==> src/assert_macros.svh <==
// Assertion macros shared by the range table RTL.
// Each macro expands to one labeled concurrent assertion clocked on the rising edge.
`ifndef ASSERT_MACROS_SVH
`define ASSERT_MACROS_SVH

// The expression must hold at every clock edge outside reset.
`define ASSERT_ALWAYS(label, clk, rst, expr, msg) \
  label: assert property (@(posedge clk) disable iff (rst) (expr)) else $error(msg);

// Whenever the antecedent holds, the consequent must hold in the same cycle.
`define ASSERT_IMPLY(label, clk, rst, ante, cons, msg) \
  label: assert property (@(posedge clk) disable iff (rst) (ante) |-> (cons)) else $error(msg);

`endif

==> src/ismq_pkg.sv <==
// Package for the interval set merge query block: sizes, cell commands and link types.
// Used by ismq_cell and interval_set_merge_query_core; depends on nothing else.
package ismq_pkg;

  localparam int MAX_RANGES = 64;
  localparam int VALUE_BITS = 63;
  localparam int FIELD_W = 63;
  localparam int IDX_W = $clog2(MAX_RANGES);
  localparam int CNT_W = $clog2(MAX_RANGES + 1);
  localparam int TOT_W = 64;
  localparam logic [FIELD_W-1:0] COVERED_MAX = '1;

  typedef enum logic [2:0] {
    OP_HOLD,
    OP_CLASSIFY,
    OP_INSERT,
    OP_SHIFT,
    OP_LOAD
  } op_t;

  typedef enum logic [1:0] {
    PICK_NONE,
    PICK_HEAD,
    PICK_NEXT
  } pick_t;

  typedef struct packed {
    op_t                   op;
    pick_t                 pick;
    logic [VALUE_BITS-1:0] key_lo;
    logic [VALUE_BITS-1:0] key_hi;
    logic [CNT_W-1:0]      count;
  } cell_ctl_t;

  typedef struct packed {
    logic [VALUE_BITS-1:0] lo;
    logic [VALUE_BITS-1:0] hi;
    logic                  below;
    logic                  merge;
    logic                  pos;
  } cell_link_t;

  typedef struct packed {
    logic                  hit;
    logic                  nm;
    logic [VALUE_BITS-1:0] pick_lo;
    logic [VALUE_BITS-1:0] pick_hi;
  } cell_stat_t;

  function automatic logic [TOT_W-1:0] span_len(input logic [VALUE_BITS-1:0] lo,
                                                input logic [VALUE_BITS-1:0] hi);
    return TOT_W'(hi - lo) + TOT_W'(1);
  endfunction

endpackage

==> src/ismq_cell.sv <==
// One cell of the range table: holds one stored range and its classification flags.
// Depends on ismq_pkg; instantiated in a row by interval_set_merge_query_core.
module ismq_cell import ismq_pkg::*; (
  input  logic             clk,
  input  logic             rst,
  input  cell_ctl_t        ctl,
  input  logic [IDX_W-1:0] idx,
  input  cell_link_t       prev,
  input  cell_link_t       next,
  output cell_link_t       link,
  output cell_stat_t       stat
);

  logic [VALUE_BITS-1:0] lo;
  logic [VALUE_BITS-1:0] hi;
  logic below;
  logic merge;
  logic hit;
  logic pos;
  logic after;
  logic occ;
  logic below_c;
  logic above_c;
  logic hit_c;
  logic picked;

  always_comb begin
    pos     = !below && prev.below;
    after   = !below && !pos;
    occ     = CNT_W'(idx) < ctl.count;
    below_c = ({1'b0, hi} + (VALUE_BITS + 1)'(1)) < {1'b0, ctl.key_lo};
    above_c = ({1'b0, ctl.key_hi} + (VALUE_BITS + 1)'(1)) < {1'b0, lo};
    hit_c   = occ && (lo <= ctl.key_lo) && (ctl.key_hi <= hi);
    picked  = ((ctl.pick == PICK_HEAD) && pos) || ((ctl.pick == PICK_NEXT) && prev.pos);
  end

  assign link = '{lo: lo, hi: hi, below: below, merge: merge, pos: pos};
  assign stat = '{hit: hit, nm: prev.pos && merge,
                  pick_lo: picked ? lo : '0, pick_hi: picked ? hi : '0};

  always_ff @(posedge clk) begin
    if (rst) begin
      below <= 1'b0;
      merge <= 1'b0;
      hit   <= 1'b0;
    end else begin
      unique case (ctl.op)
        OP_CLASSIFY: begin
          below <= occ && below_c;
          merge <= occ && !below_c && !above_c;
          hit   <= hit_c;
        end
        OP_SHIFT: begin
          if (after) begin
            merge <= next.merge;
          end
        end
        default: begin
        end
      endcase
    end
  end

  always_ff @(posedge clk) begin
    unique case (ctl.op)
      OP_INSERT: begin
        if (pos) begin
          lo <= ctl.key_lo;
          hi <= ctl.key_hi;
        end else if (after) begin
          lo <= prev.lo;
          hi <= prev.hi;
        end
      end
      OP_SHIFT: begin
        if (after) begin
          lo <= next.lo;
          hi <= next.hi;
        end
      end
      OP_LOAD: begin
        if (pos) begin
          lo <= ctl.key_lo;
          hi <= ctl.key_hi;
        end
      end
      default: begin
      end
    endcase
  end

endmodule

==> config.mk <==
export PLATFORM = sky130hd
export DESIGN_NAME = ismq_cell
export DESIGN_NICKNAME = d
export VERILOG_FILES = /design/src/assert_macros.svh /design/src/ismq_pkg.sv /design/src/ismq_cell.sv
export SDC_FILE = /design/constraint.sdc
export NUM_CORES = 1
export LEC_CHECK = 0
export BUFFER_PORTS_ARGS = -buffer_cell sky130_fd_sc_hd__buf_2
export CORE_AREA = 5 5 254 256
export DETAILED_ROUTE_END_ITERATION = 7
export DIE_AREA = 0 0 259 261
export MAX_ROUTING_LAYER = met4
export PLACE_DENSITY = 0.57
export SYNTH_ARGS = -nofsm -noshare
export SYNTH_HDL_FRONTEND = slang
export SYNTH_SLANG_ARGS = --single-unit
==> constraint.sdc <==
create_clock -name clk -period 6.2 [get_ports clk]
set_input_delay 0.62 -clock clk [delete_from_list [all_inputs] [get_ports clk]]
set_output_delay 0.62 -clock clk [all_outputs]
set_load 0.01 [all_outputs]
==> results.sh, run 1 <==
export IMPL_drv_cap=0
export IMPL_drc=8
export IMPL_hold_buffers=0
export IMPL_met2_length_um=32700
export IMPL_final_common_cell="buf_2"
export IMPL_drt_iter0_markers=1589
export IMPL_hp_class="in2reg"
export IMPL_path_cells="nand4_2 > or4_1 > or3_1 > buf_4 > or3_4 > or3_4 > nor2_2 > xnor2_1 > ha_1 > nand4_1 > nand4bb_1 > nand2b_1 > a21oi_1 > nor3_1 > a21oi_1 > o32a_1"
export IMPL_timing_max_slew_rel_slack=0.226
export IMPL_ir_worst_vdd_mv=0.178
export IMPL_start_util=0.246
export IMPL_grt_pass1_wl_um=98600
export IMPL_postCtsSetupRepairBufs=0
export IMPL_syn_area_per_cell_sq_um=8.40
export IMPL_antenna_found_initial=10
export IMPL_reg2reg_slack_ps=920
export IMPL_syn_inst=1823
export IMPL_synth_area_leaders="edfxtp_1 (25%), ha_1 (21%), a222oi_1 (8.2%), inv_1 (8.2%), xnor2_1 (5.9%)"
export IMPL_cts_num_sinks=129
export IMPL_worst_setup_path_end_kind="flip-flop"
export IMPL_r2r_end="merge"
export IMPL_numCtsBuffers=17
export IMPL_seq_area_frac_synth=0.251
export IMPL_holdPathEnd="below"
export IMPL_tightestPinTransition_ps=1160
export IMPL_r2r_start="hi[11]"
export IMPL_viasPerCell=4.93
export IMPL_fin_setup_tns_ps=0
export IMPL_violations="design-rule violations"
export IMPL_cts_buffer_depth=2
export IMPL_finalSetupViolCount=0
export IMPL_core_area_sq_um=62300
export IMPL_die_h_um=261
export IMPL_drt_pass1_iter_count=8
export IMPL_worstSetupPathType="reg2reg"
export IMPL_io_pins=661
export IMPL_critPathTopFamily="simple AND/OR/NAND/NOR gates"
export IMPL_switching_share=0.352
export IMPL_slowest_stage="nor3_1"
export IMPL_wire_per_inst_um=20.9
export IMPL_p_int_mw=2.24
export IMPL_yosys_cell_types_count=58
export IMPL_wl_met3_um=4420
export IMPL_grt_max_degree=127
export IMPL_synthFlopType="edfxtp_1"
export IMPL_ys_ff_latch=129
export IMPL_fmax_ghz=0.189
export IMPL_drive_gt1_frac=0.295
export IMPL_synth_area_leader_cell="edfxtp_1"
export IMPL_grt_usage=0.200
export IMPL_place_area_sq_um=19600
export IMPL_rows=92
export IMPL_layout_common_cells="buf_2 (657), inv_1 (335), ha_1 (257)"
export IMPL_syn_nets=2484
export IMPL_async_flop_share=0
export IMPL_pwr_share_seq=0.333
export IMPL_cp_required_ps=6570
export IMPL_critPathMaxFanout=7
export IMPL_nNetsFinal=3115
export IMPL_h_tree_depth=4
export IMPL_clkLatencyLatePin_ps=490
export IMPL_wirelength_um=69300
export IMPL_die_x_um=259
export IMPL_area_growth_pct=32.4
export IMPL_slowest_delay_ps=700
export IMPL_fin_crit_ps=5280
export IMPL_cp_arrival_ps=5640
export IMPL_status="finished, violations left"
export IMPL_port_buffers=657
export IMPL_cts_tree="built"
export IMPL_power_density_nw_per_um2=171
export IMPL_comb_power_share=0.324
export IMPL_gp_congestion=0.900
export IMPL_first_global_vias=15800
export IMPL_fin_crit_sh=0.852
export IMPL_synth_edff_count=126
export IMPL_rsz0062_at_grt="false"
export IMPL_cts_resized_gates=0
export IMPL_fin_worst_skew_ps=11.3
export IMPL_highest_layer="met4"
export IMPL_slew_viol_final=0
export IMPL_min_delay_start="rst"
export IMPL_wl_met1_um=30600
export IMPL_gr_total_overflow=0
export IMPL_start_kind="flip-flop"
export IMPL_worstHoldPathCells=2
export IMPL_hold_viol=0
export IMPL_p_total_mw=3.46
export IMPL_synth_warnings=0
export IMPL_final_area_sq_um=20300
export IMPL_fp_dieArea_sq_um=67600
export IMPL_rr_worst_depth=16
export IMPL_antenna_left=0
export IMPL_hpwl_um=57400
export IMPL_vias=16300
export IMPL_clock_root_buffer="clkbuf_16"
export IMPL_p_clk_frac=0.343
export IMPL_netSwitchingPower_mw=1.22
export IMPL_clk_pin_slew_ps=60
export IMPL_synth_top_area_frac=0.247
export IMPL_cp_num_buf_inv=1
export IMPL_p_leak_nw=10.3
export IMPL_synthesis_area_sq_um=15300
## per-stage QoR
step                      utilization  cells  hold slack (ps)  setup slack, ps
after CTS                       0.325   3313              308              843
after global routing            0.325   3317              342              700
final                           0.325   3317              358              920
after global placement          0.315   3281              570              950
after detailed placement        0.315   3281              592              869
after floorplan                     -   1823              494             1530
## logic make-up (layout without fill, tap and decap cells)
group                      Yosys count  in the layout  share of synthesized area
other                                0              4                          0
AOI/OAI and AO/OA                  347            347                      0.168
buffers and inverters              398           1042                     0.0995
adders and majority gates          257            257                      0.210
DFF                                129            129                      0.251
and+or+nand+nor                    570            570                      0.201
xor gates and xnor gates           122            122                     0.0698
## cell type report
class	instances	area [sq um]
well taps	846	1060
multi-input cells	1296	9990
fillers	6814	42000
repair buffers	675	3450
flip-flops and latches	129	3840
diodes	4	10.0
inverters	335	1260
clock inverters	15	229
clock buffers	17	425
## sequential cells by signal (all words and copies together), names as in the netlist
signal  cells
hi         63
below       1
lo         63
hit         1
merge       1
## Yosys cell counts (all sizes together) (4+ instances only)
master	n
a211oi	15
xor2	19
and4	14
clkbuf	52
and3	15
o21a	5
nor2b	4
nor4	23
or3	10
nand3	71
or2	4
nor2	80
a21oi	93
edfxtp	126
a21o	21
a2111oi	7
and2	129
ha	257
o21ai	53
nand2	96
or4	4
buf	11
nand2b	7
a222oi	126
nor3	35
xnor2	103
nand4	68
inv	335
## power by group through the flow
stage	Combinational [mW]	Sequential (mW)	Clock, mW
floorplan	0.619	1.15	0
global placement	1.11	1.17	0
detailed placement	1.12	1.17	0
CTS	1.12	1.15	1.23
global route	1.26	1.16	1.26
finish	1.12	1.15	1.19
## per-layer routing
metal,up-vias,GRT usage
li1,7938,-
met1,7649,0.257
met2,685,0.327
met3,70,0.0340
met4,0,0.0531
met5,-,-
## worst reg2reg max path, delay by kind of cell, from the launching register on
family / cells / cell delay [ps]
AND/OR/NAND/NOR: 10 / 3620
flip-flops: 1 / 490
AO/OA/AOI/OAI: 3 / 470
adder cells (fa/ha/maj): 1 / 270
buffers and inverters: 1 / 200
XOR/XNOR: 1 / 120
## worst max path at each step
stage                         from  endpoint  depth (start not counted)
after CTS                   hi[10]     merge                         16
after global routing        hi[10]     merge                         16
after floorplan           ctl[136]     hi[0]                          4
final                       hi[11]     merge                         16
after detailed placement    hi[10]     merge                         16
after global placement      hi[10]     merge                         16
Power figures use the tool's default switching activity.
==> inputs of run 2 (changes only) <==
CORE_AREA = 5 5 256 258   (was 5 5 254 256)
DIE_AREA = 0 0 261 263   (was 0 0 259 261)
PLACE_DENSITY = 0.55   (was 0.57)
clock period = 4.9 ns   (was 6.2 ns; I/O delays follow)
==> run 2 against run 1 <==
  * The flow now stops in 5_2_route
  * Synthesized cell count stayed put
  * Global-route usage up 0.55 points
  * Synthesized area unchanged
==> results.sh, run 2 <==
export IMPL_status="did not finish"
export IMPL_flow_stopped_at="5_2_route"
export IMPL_error="[ERROR DRT-0255] Maze Route cannot find path of net idx[1] in worker of routeBox ( 241500 0 ) ( 261000 48300 )."
export IMPL_rows=92
export IMPL_grt_pass1_wl_um=103000
export IMPL_synth_commonest_cells="inv_1 (335), ha_1 (257), and2_1 (128), a222oi_1 (126), edfxtp_1 (126)"
export IMPL_worst_ep_kind="sequential cell input"
export IMPL_antenna_found_initial=14
export IMPL_io_pins=661
export IMPL_clock_root_buffer="clkbuf_16"
export IMPL_yosys_cell_types_count=58
export IMPL_place_area_sq_um=19900
export IMPL_synth_most_common_cell="inv_1"
export IMPL_syn_inst=1823
export IMPL_grt_max_degree=129
export IMPL_start_util=0.244
export IMPL_syn_area_per_cell_sq_um=8.40
export IMPL_port_buffers=657
export IMPL_synth_top_area_frac=0.247
export IMPL_worst_endpoint="merge$_SDFFE_PP0P_/D"
export IMPL_synth_warnings=0
export IMPL_seq_area_frac_synth=0.251
export IMPL_async_flop_share=0
export IMPL_numCtsBuffers=17
export IMPL_die_x_um=261
export IMPL_dpl_cell_count=3311
export IMPL_ys_ff_latch=129
export IMPL_hold_buffers=0
export IMPL_synth_area_leader_cell="edfxtp_1"
export IMPL_die_h_um=263
export IMPL_syn_nets=2484
export IMPL_first_global_vias=16100
export IMPL_cts_resized_gates=2
export IMPL_synth_edff_count=126
export IMPL_synth_area_leaders="edfxtp_1 (25%), ha_1 (21%), a222oi_1 (8.2%), inv_1 (8.2%), xnor2_1 (5.9%)"
export IMPL_synthesis_area_sq_um=15300
export IMPL_gp_congestion=0.891
export IMPL_hpwl_um=59800
export IMPL_postCtsSetupRepairBufs=0
export IMPL_grt_usage=0.205
export IMPL_synthFlopType="edfxtp_1"
export IMPL_cts_buffer_depth=2
export IMPL_cts_num_sinks=129
export IMPL_gr_total_overflow=0
export IMPL_h_tree_depth=4
==> run 2: cell counts after synthesis <==
No cell type changed its count.
==> run 2: logic make-up after synthesis <==
kind of cell | after synthesis | share of synthesized area
and+or+nand+nor | 570 | 0.201
adders and majority gates | 257 | 0.210
AOI/OAI and AO/OA | 347 | 0.168
buffers and inverters | 398 | 0.0995
xor gates and xnor gates | 122 | 0.0698
DFF | 129 | 0.251
==> run 2: stage by stage <==
step / hold WS (ps) / setup WS [ps] / setup TNS, ps
global route: 239 / 47.8 / 0
CTS: 223 / 105 / 0
detailed placement: 605 / -150 / -202
global placement: 604 / -63.1 / -63.1
floorplan: 494 / 357 / 0
==> run 2: routing by layer <==
layer	global-route usage
met1	0.263
met2	0.338
met3	0.0366
met4	0.0486
met5	-
